File: config.mk
export PLATFORM = sky130hd
export DESIGN_NAME = lbba_pos_counter
export DESIGN_NICKNAME = d
export VERILOG_FILES = /design/src/rtl/core/lbba_pkg.sv /design/src/rtl/core/lbba_pos_counter.sv
export VERILOG_INCLUDE_DIRS = /design/src /design/src/rtl/core
export SDC_FILE = /design/constraint.sdc
export NUM_CORES = 1
export LEC_CHECK = 0
export BUFFER_PORTS_ARGS = -buffer_cell sky130_fd_sc_hd__buf_2
export CAP_MARGIN = 20
export CORE_ASPECT_RATIO = 0.5
export CORE_MARGIN = 5
export CORE_UTILIZATION = 45
export DETAILED_ROUTE_END_ITERATION = 12
export PLACE_DENSITY = 0.68
export SLEW_MARGIN = 20
export SYNTH_ARGS = -nofsm -noshare
export SYNTH_HDL_FRONTEND = slang
export SYNTH_SLANG_ARGS = --single-unit
export TNS_END_PERCENT = 10
File: constraint.sdc
create_clock -name clk -period 3.15 [get_ports clk]
set_input_delay 0.4725 -clock clk [delete_from_list [all_inputs] [get_ports clk]]
set_output_delay 0.4725 -clock clk [all_outputs]
set_load 0.03 [all_outputs]
File: src/rtl/core/label_bounding_box_accumulator_macros.svh
// ----------------------------------------------------------------------------
// Assertion macros for the label bounding box accumulator
// Concurrent checks clocked on clk, LBBA_ASSERT ones disabled during rst; empty in synthesis.
// ----------------------------------------------------------------------------
`ifndef LABEL_BOUNDING_BOX_ACCUMULATOR_MACROS_SVH
`define LABEL_BOUNDING_BOX_ACCUMULATOR_MACROS_SVH

`ifndef SYNTH
`define LBBA_ASSERT(name, prop, msg) \
  name: assert property (@(posedge clk) disable iff (rst) prop) else $error(msg);
`define LBBA_ASSERT_ALWAYS(name, prop, msg) \
  name: assert property (@(posedge clk) prop) else $error(msg);
`else
`define LBBA_ASSERT(name, prop, msg)
`define LBBA_ASSERT_ALWAYS(name, prop, msg)
`endif

`endif

File: src/rtl/core/lbba_pkg.sv
// ----------------------------------------------------------------------------
// lbba_pkg
// Types, codes and sizes shared by the bounding box accumulator files.
// ----------------------------------------------------------------------------
`timescale 1ns / 1ps

package lbba_pkg;

  localparam int LABEL_BITS  = 8;
  localparam int LABEL_COUNT = 1 << LABEL_BITS;
  localparam int COORD_BITS  = 12;
  localparam int WIDTH_BITS  = COORD_BITS + 1;
  localparam int ADDR_BITS   = 3;
  localparam int DATA_BITS   = 32;
  localparam int REG_SEL_BIT = 2;

  localparam logic [WIDTH_BITS-1:0] WIDTH_RESET = WIDTH_BITS'(640);

  // item kinds
  localparam logic [1:0] KIND_START = 2'd0;
  localparam logic [1:0] KIND_PIXEL = 2'd1;
  localparam logic [1:0] KIND_QUERY = 2'd2;

  // register select (paddr bit REG_SEL_BIT)
  localparam logic REG_IMAGE_WIDTH = 1'b0;

  typedef logic [COORD_BITS-1:0] coord_t;
  typedef logic [LABEL_BITS-1:0] label_t;

  typedef struct packed {
    logic [1:0] kind;
    label_t     label;
  } pix_word_t;

  typedef struct packed {
    label_t label_res;
    logic   present;
    coord_t min_col;
    coord_t min_row;
    coord_t max_col;
    coord_t max_row;
  } res_word_t;

  typedef struct packed {
    coord_t max_row;
    coord_t max_col;
    coord_t min_row;
    coord_t min_col;
  } box_t;

  typedef struct packed {
    coord_t col;
    coord_t row;
  } pos_t;

  typedef struct packed {
    logic clear;
    logic step;
  } pos_ctl_t;

endpackage

File: src/rtl/core/lbba_pos_counter.sv
// ----------------------------------------------------------------------------
// lbba_pos_counter
// Raster position counter: column wraps at the image width, row saturates.
// ----------------------------------------------------------------------------
`timescale 1ns / 1ps

`include "label_bounding_box_accumulator_macros.svh"

module lbba_pos_counter
  import lbba_pkg::*;
(
  input  logic                  clk,
  input  logic                  rst,
  input  logic [WIDTH_BITS-1:0] image_width,
  input  pos_ctl_t              ctl,
  output pos_t                  pos
);

  coord_t                col;
  coord_t                row;
  logic [WIDTH_BITS-1:0] col_inc;
  logic                  wrap;

  assign col_inc = {1'b0, col} + WIDTH_BITS'(1);
  // a zero width wraps every pixel; a width past the range wraps at the top column
  assign wrap    = (col_inc >= image_width) || (col == '1);
  assign pos     = '{col: col, row: row};

  always_ff @(posedge clk) begin
    if (rst || ctl.clear) begin
      col <= '0;
      row <= '0;
    end else if (ctl.step) begin
      if (wrap) begin
        col <= '0;
        if (row != '1) begin
          row <= row + coord_t'(1);
        end
      end else begin
        col <= col_inc[COORD_BITS-1:0];
      end
    end
  end

  `LBBA_ASSERT(a_row_monotone, ctl.step && !ctl.clear |=> row >= $past(row), "row went back")
  `LBBA_ASSERT(a_col_step, ctl.step && !ctl.clear |=> (col == $past(col) + coord_t'(1)) || (col == '0), "column skipped")
  `LBBA_ASSERT(a_clear_zero, ctl.clear |=> (col == '0) && (row == '0), "position not cleared")

endmodule

==> results.yml, run 1 <==
layout:
  num_antenna_cells: 0
  nets: 276
  finalNonFillerCells: 293
  areaGrowthSynthToFinish_pct: 19.5
  final_common_cell: "buf_2"
  post-route-cell-area_um2: 1980
  layout_common_cells: "buf_2, dfxtp_1, nand3_1"
  drive_gt1_frac: 0.236
  final_util: 0.566
setup_path:
  slowest_delay_ns: 0.51
  cpLargestDelayFamily: "simple AND/OR/NAND/NOR gates"
  cp_data_required_time_ns: 3.36
  arrival_ns: 3.06
  cp_max_fo: 21
  cp_cell_sequence: "ha_1 > nor2b_1 > or2_2 > ha_1 > o21ai_0 > o21ai_0 > o2111a_1 > a211oi_2 > buf_4 > or4_1 > a21oi_1"
  critPathLaunchType: "register"
  critPathBufInv: 1
  crit_type: "register to register"
  slowest_stage: "or4_1"
  cp-end-kind: "register"
global_route:
  grt_first_pass_wirelength_mm: 6.71
  grt_max_degree: 30
  grt_pass1_vias: 1561
  antenna_found_initial: 0
  grt-ovfl-total: 0
  grt_usage: 0.170
synthesis:
  ys_seq_area_frac: 0.290
  synth_top_area_frac: 0.290
  synth_fa_ha_area_frac: 0.121
  ys_types: 41
  synth_compound_area_frac: 0.174
  synth_top_flop_cell: "dfxtp_1"
  synth_top_family_by_area: "simple AND/OR/NAND/NOR gates"
  synth_nets: 234
  synth_edf_count: 0
  yosysWarningCount: 0
  syn_area_per_cell_um2: 8.23
  synth-simple-area-share: 0.286
  syn_area_um2: 1650
  synth_xor_area_frac: 0.0582
  synthMuxAreaShare: 0.00605
  async_flop_share: 0
  synthCells: 201
  ys_ff_latch: 24
  synthTopCellsByArea: "dfxtp_1, ha_1, nand3_1, a21oi_1, xnor2_1"
  synth_top_area_cell: "dfxtp_1"
sta:
  finalSetupViolCount: 0
  report.final.slew_viol_count: 0
  finClkSkew_ns: 0.00649
  final.min_clock_period_ns: 2.86
  hold_viol_final: 0
  tns_ns: 0
  worst_pin_slew_ns: 0.473
  min_period_over_period: 0.907
  fmax_mhz: 350
  rsz0062_at_grt: "false"
  slew-limit-headroom: 0.685
clock_tree:
  holdBufCountCts: 0
  cts_tree: "yes"
  clk_pin_slew_ns: 0.09
  clock_path_buffers: 2
  tritoncts.num_buffers: 3
  h-tree-depth: 1
  root_buffer: "clkbuf_8"
  cts.sinks: 24
  cts-resized-gates: 0
  post_cts_buffers: 0
  clk_latency_ns: 0.27
floorplan:
  core_um2: 3490
  die_w_um: 95.7
  ioPinCount: 41
  num_rows: 15
  initial_utilization: 0.474
  dieHeight_um: 52.9
  die_area_um2: 5060
route:
  viasPerCell: 5.51
  vias: 1613
  drc: 0
  wl_per_cell_um: 13.6
  drt_iter0_markers: 62
  dr.pass1.iters: 4
  routed_wl_mm: 4.00
  antenna_left: 0
pwr:
  total_leakage_power_nw: 0.903
  powerDensity_nw_per_um2: 318
  vdd_drop_max_mv: 0.166
placed_design:
  gp_congestion: 0.841
  dp_hpwl_mm: 2.90
  io_buffers: 40
  placed_area_um2: 1910
  dp_cells: 289
outcome:
  status: "finished clean"
hold_path:
  hp-class: "primary input to register"
flow_run:
  maxCapViolCount: 0
-- worst paths after layout --
path	start	cells past startpoint	slack, ns	end
hold reg to reg	row[9]	2	0.50	row[9]
setup / recovery	col[0]	11	0.29	row[9]
setup reg to reg	col[0]	11	0.29	row[9]
hold / removal	rst	3	0.49	row[2]
-- power by group --
part           switching [W]  internal [W]
sequential        0.00000144      0.000304
clock               0.000106      0.000170
combinational      0.0000271     0.0000187
total               0.000135      0.000493
-- Yosys cell counts (2+ instances only) --
cell,instances
xnor2_1,10
buf_6,3
and3_1,4
nor2_1,4
or2b_1,2
and4_1,2
a21oi_1,18
ha_1,16
dfxtp_1,24
nor3_1,3
clkbuf_1,5
inv_1,13
o31ai_1,5
nand4_1,4
nor3b_1,2
nand2b_1,8
or3_1,5
nand3_1,21
or4_1,6
o211ai_1,3
o21ai_0,6
a21o_1,3
nor2b_1,3
or2_2,2
nand2_1,13
-- worst min-delay path: stages --
cell,delay [ns]
buf_2,0.09
or3_1,0.09
mux2i_1,0.06
-- per-layer routing --
| layer | part of all wire | vias up | global-route usage |
|---|---|---|---|
| met2 | 0.48 | 48 | 0.287 |
| met5 | 0 | - | 0 |
| met3 | 0.055 | 4 | 0.0440 |
| met4 | 0.0055 | 0 | 0.0637 |
| li1 | - | 811 | - |
| met1 | 0.46 | 750 | 0.209 |
-- cells by family (layout without fill, tap and decap cells) --
group / Yosys count / count (layout)
simple gates: 83 / 83
compound gates: 44 / 44
flops: 24 / 24
buf+inv: 22 / 63
fa+ha+maj: 16 / 16
xor+xnor: 11 / 11
mux: 1 / 1
-- sequential cells by signal, indices dropped and copies added (netlist names) --
signal / cells
col: 12
row: 12
-- per-stage QoR --
stage | total power [W] | setup WS [ns] | hold slack [ns]
after floorplan | 0.000341 | 0.195 | 0.603
after global placement | 0.000357 | 0.339 | 0.474
after detailed placement | 0.000358 | 0.320 | 0.490
after CTS | 0.000636 | 0.295 | 0.482
after global routing | 0.000653 | 0.0971 | 0.485
final | 0.000628 | 0.293 | 0.485
-- cell type report --
class,instances,area (µm²)
clock buffer,3,41.3
clock inverter,1,30.0
fill,346,1510
inverter,13,48.8
multi-input combinational,155,1070
sequential,24,480
tap,51,63.8
timing repair buffer,46,245
(Power assumes the default switching activity.)
==> inputs of run 2 (changes only) <==
--- a/config.mk
+++ b/config.mk
@@ -9,10 +9,10 @@
 export BUFFER_PORTS_ARGS = -buffer_cell sky130_fd_sc_hd__buf_2
 export CAP_MARGIN = 20
 export CORE_ASPECT_RATIO = 0.5
-export CORE_MARGIN = 5
 export CORE_UTILIZATION = 45
+export CTS_CLUSTER_SIZE = 12
 export DETAILED_ROUTE_END_ITERATION = 12
-export PLACE_DENSITY = 0.68
+export PLACE_DENSITY = 0.71
 export SLEW_MARGIN = 20
 export SYNTH_ARGS = -nofsm -noshare
 export SYNTH_HDL_FRONTEND = slang
==> results.yml, run 2 (same netlist as run 1, synthesis figures left out) <==
outcome:
  status: "finished clean"
placed_design:
  dp_hpwl_mm: 2.75
  io_buffers: 40
  gp_congestion: 0.785
global_route:
  grt_usage: 0.205
  grt_first_pass_wirelength_mm: 6.20
  grt_max_degree: 34
  grt_pass1_vias: 1369
  grt-ovfl-total: 0
  antenna_found_initial: 0
sta:
  final.min_clock_period_ns: 2.87
  hold_viol_final: 0
  tns_ns: 0
  worst_pin_slew_ns: 0.463
  min_period_over_period: 0.912
  rsz0062_at_grt: "false"
  finalSetupViolCount: 0
  finClkSkew_ns: 0.00568
  report.final.slew_viol_count: 0
  fmax_mhz: 348
  slew-limit-headroom: 0.691
setup_path:
  reg2reg_from: "col[0]"
  cp_data_required_time_ns: 3.36
  cp-end-kind: "register"
  r2r_end: "row[4]"
  arrival_ns: 3.08
  rr_worst_depth: 11
  r2r_slack_ns: 0.28
  cp_max_fo: 33
  crit_type: "register to register"
  critPathLaunchType: "register"
pwr:
  powerDensity_nw_per_um2: 322
  power.total_w: 0.000629
  vdd_drop_max_mv: 0.141
  total_leakage_power_nw: 0.885
floorplan:
  initial_utilization: 0.476
  ioPinCount: 41
  die_w_um: 87.7
  die_area_um2: 3940
  core_um2: 3470
  num_rows: 15
  dieHeight_um: 44.9
layout:
  drive_gt1_frac: 0.219
  num_antenna_cells: 0
  nets: 271
  seq_area_um2: 480
  final_common_cell: "buf_2"
  n_fill_cell: 346
  multi_input_comb_area_um2: 1070
  reg.largest.list: "col x12, row x12"
  areaGrowthSynthToFinish_pct: 18.0
  layout_common_cells: "buf_2, dfxtp_1, nand3_1"
clock_tree:
  clock_path_buffers: 2
  h-tree-depth: 1
  holdBufCountCts: 0
  root_buffer: "clkbuf_8"
  clk_pin_slew_ns: 0.09
  cts.sinks: 24
  tritoncts.num_buffers: 3
  cts-resized-gates: 0
  cts_tree: "yes"
  post_cts_buffers: 0
  clk_latency_ns: 0.27
route:
  wl_per_cell_um: 12.9
  drt_iter0_markers: 42
  drc: 0
  viasPerCell: 5.39
  antenna_left: 0
  routed_wl_mm: 3.72
  met2WireLength_mm: 1.79
  wl_met3_um: 120
  vias: 1551
  drt-met1-wl_mm: 1.79
  top_layer: "met4"
  dr.pass1.iters: 4
hold_path:
  min_to: "row[2]"
  hp-class: "primary input to register"
  hold-path-cell-count: 3
  worst_hold_startpoint: "rst"
flow_run:
  maxCapViolCount: 0
-- run 2: cell count changes in the layout (fill, tap and decap cells not counted), sizes merged --
cell	change
buf	-5
-- run 2: layer usage --
| layer | track usage | up-vias |
|---|---|---|
| li1 | - | 798 |
| met1 | 0.262 | 722 |
| met2 | 0.367 | 27 |
| met3 | 0.0475 | 4 |
| met4 | 0.0295 | 0 |
| met5 | 0 | - |
-- run 2: where the power goes --
group	internal (W)	switching, W	leakage [nW]	total [W]
Combinational	0.0000187	0.0000270	0.656	0.0000457
Clock	0.000170	0.000108	0.0357	0.000278
Sequential	0.000304	0.00000147	0.193	0.000305
Total	0.000493	0.000136	0.885	0.000629
-- run 2: final cells by class --
type | instances | share of cell area
Multi-Input combinational cell | 155 | 0.547
Sequential cell | 24 | 0.246
Timing Repair Buffer | 41 | 0.113
Tap cell | 51 | 0.0327
Inverter | 13 | 0.0250
Clock buffer | 3 | 0.0212
Clock inverter | 1 | 0.0154
-- run 2: worst max-delay path, cell delays in order (launching register included) --
cell and delay, ns:
dfxtp_1 0.45, ha_1 0.33, nor2b_1 0.10, or2_2 0.31, ha_1 0.27, o21ai_0 0.07, o21ai_0 0.17, o2111a_1 0.23
a211oi_2 0.06, buf_12 0.17, or4_1 0.50, a21oi_1 0.14
-- run 2: how the worst max path moves through the flow --
stage              end  slack, ns  startpoint
5_1_grt         row[5]       0.12      col[0]
2_1_floorplan   row[6]       0.19      col[2]
3_5_place_dp    row[9]       0.30      col[0]
6_report        row[4]       0.28      col[0]
4_1_cts         row[4]       0.27      col[0]
3_3_place_gp   row[11]       0.32      col[0]
-- run 2: metrics by stage --
stage	setup WS [ns]	util	hold slack [ns]	std cells	instance area, µm²
finish	0.278	0.562	0.474	288	1950
global placement	0.320	0.542	0.476	284	1880
CTS	0.269	0.562	0.466	288	1950
floorplan	0.195	-	0.603	201	1650
detailed placement	0.297	0.542	0.487	284	1880
global route	0.121	0.562	0.489	288	1950
==> inputs of run 3 (changes only) <==
--- a/config.mk
+++ b/config.mk
@@ -12,7 +12,7 @@
 export CORE_UTILIZATION = 45
 export CTS_CLUSTER_SIZE = 12
 export DETAILED_ROUTE_END_ITERATION = 12
-export PLACE_DENSITY = 0.71
+export PLACE_DENSITY = 0.74
 export SLEW_MARGIN = 20
 export SYNTH_ARGS = -nofsm -noshare
 export SYNTH_HDL_FRONTEND = slang
==> constraint.sdc (replaced) <==
create_clock -name clk -period 2.6 [get_ports clk]
set_input_delay 0.39 -clock clk [delete_from_list [all_inputs] [get_ports clk]]
set_output_delay 0.39 -clock clk [all_outputs]
set_load 0.03 [all_outputs]
==> results.yml, run 3 (same netlist as run 1, synthesis figures left out) <==
outcome:
  status: "complete, but fails checks"
  violations: "negative setup slack"
setup_path:
  slowest_delay_ns: 0.35
  slowest_stage: "dfxtp_4"
  arrival_ns: 3.02
  crit_top_cell: "a21o_1"
  critPathLaunchType: "register"
  cpLargestDelayFamily: "compound AO/OA/AOI/OAI gates"
  cp-end-kind: "register"
  cp_cell_sequence: "and4_4 > and2_4 > nand3_2 > xnor2_2 > ha_1 > a21o_1 > a21o_1 > a41o_1 > a211oi_4 > buf_6 > buf_4 > nand3_1 > a21oi_1"
  critPathBufInv: 2
  cp_data_required_time_ns: 2.79
  cp_max_fo: 5
  crit_type: "register to register"
clock_tree:
  tritoncts.num_buffers: 3
  cts_tree: "yes"
  clk_pin_slew_ns: 0.10
  cts.sinks: 24
  clk_latency_ns: 0.28
  holdBufCountCts: 0
  root_buffer: "clkbuf_8"
  clock_path_buffers: 2
  h-tree-depth: 1
global_route:
  grt_util_met2: 0.353
  grt-ovfl-total: 0
  grt_use_met1: 0.269
  use_met3: 0.0420
  grt_pass1_vias: 1422
  grt_usage: 0.206
  antenna_found_initial: 0
  grt_first_pass_wirelength_mm: 6.27
  gr-max-usage-layer: "met2"
  grt_max_degree: 30
sta:
  slew-limit-headroom: 0.655
  finalSetupViolCount: 24
  worst_pin_slew_ns: 0.518
  finClkSkew_ns: 0.00743
  rsz0062_at_grt: "true"
  report.final.slew_viol_count: 0
  fmax_mhz: 354
  min_period_over_period: 1.09
  worst_slack_ns: -0.228
  final.min_clock_period_ns: 2.83
  hold_viol_final: 0
layout:
  layout_common_cells: "buf_2, nand3_1, buf_4"
  num_antenna_cells: 0
  final_common_cell: "buf_2"
  nets: 293
  areaGrowthSynthToFinish_pct: 39.0
  post-route-cell-area_um2: 2300
  reg.largest.list: "col x12, row x12"
  drive_gt1_frac: 0.409
  final_util: 0.662
route:
  routed_wl_mm: 4.50
  dr.pass1.iters: 4
  viasPerCell: 5.43
  vias: 1682
  drt_iter0_markers: 49
  antenna_left: 0
  drc: 0
  wl_per_cell_um: 14.5
pwr:
  powerDensity_nw_per_um2: 318
  switchingPower_w: 0.000175
  clockPowerShare: 0.417
  power.total_w: 0.000731
  intPower_w: 0.000556
  vdd_drop_max_mv: 0.158
  p_comb_frac: 0.085
  seq_power_share: 0.498
  switching_share: 0.240
  total_leakage_power_nw: 1.05
flow_run:
  maxCapViolCount: 0
placed_design:
  placed_area_um2: 2040
  dp_hpwl_mm: 2.95
  io_buffers: 40
  gp_congestion: 0.815
hold_path:
  hp-class: "primary input to register"
floorplan:
  initial_utilization: 0.476
  die_area_um2: 3940
  die_w_um: 87.7
  num_rows: 15
  dieHeight_um: 44.9
  ioPinCount: 41
  core_um2: 3470
## run 3: cell count changes in the layout (fill, tap and decap cells not counted), sizes merged
cell / before / now
buf: 41 / 61
clkbuf: 3 / 6
bufinv: 1 / 0
## run 3: layer usage
metal,part of all wire,up-vias
met4,0.0036,0
met1,0.47,803
li1,-,841
met2,0.50,36
met3,0.034,2
met5,0,-
## run 3: path summary, 6_finish.rpt
| kind | from | end | slack [ns] | cells past startpoint |
|---|---|---|---|---|
| max | col[3] | col[5] | -0.23 | 13 |
| min | rst | row[2] | 0.40 | 3 |
| max reg2reg | col[3] | col[5] | -0.23 | 13 |
| min reg2reg | row[2] | row[2] | 0.51 | 2 |
## run 3: layout make-up
class,instances,area (µm²)
clock buffers,4,66.3
multi-input cells,155,1180
fillers,269,1170
well taps,51,63.8
inverters,13,48.8
repair buffers,63,432
flip-flops and latches,24,508
## run 3: what timing repair did
item,CTS,global route
gates cloned,0,3
endpoints found under the setup margin,24,24
buffers inserted,0,3
hold endpoints to repair,0,0
pin swaps,4,24
resized for setup,3,23
## run 3: power by group through the flow
| stage | clock network [W] | logic, W | registers, W |
|---|---|---|---|
| after detailed placement | 0 | 0.0000586 | 0.000373 |
| after global placement | 0 | 0.0000561 | 0.000372 |
| after global routing | 0.000326 | 0.0000685 | 0.000364 |
| final | 0.000305 | 0.0000623 | 0.000364 |
| after CTS | 0.000310 | 0.0000593 | 0.000364 |
| after floorplan | 0 | 0.0000326 | 0.000375 |
## run 3: worst register-to-register path, stage by stage (launching register included)
cell      delay [ns]
dfxtp_4         0.35
and4_4          0.24
and2_4          0.18
nand3_2         0.10
xnor2_2         0.15
ha_1            0.30
a21o_1          0.19
a21o_1          0.15
a41o_1          0.23
a211oi_4        0.26
buf_6           0.17
buf_4           0.14
nand3_1         0.08
a21oi_1         0.19
## run 3: stage by stage
step | worst slack [ns] | cells | hold slack (ns) | TNS (ns)
after detailed placement | -0.139 | 300 | 0.495 | -1.61
after floorplan | -0.111 | 201 | 0.536 | -1.55
after global placement | -0.0739 | 300 | 0.483 | -0.286
final | -0.228 | 310 | 0.402 | -3.67
after global routing | -0.308 | 310 | 0.406 | -6.06
after CTS | -0.104 | 304 | 0.398 | -1.04
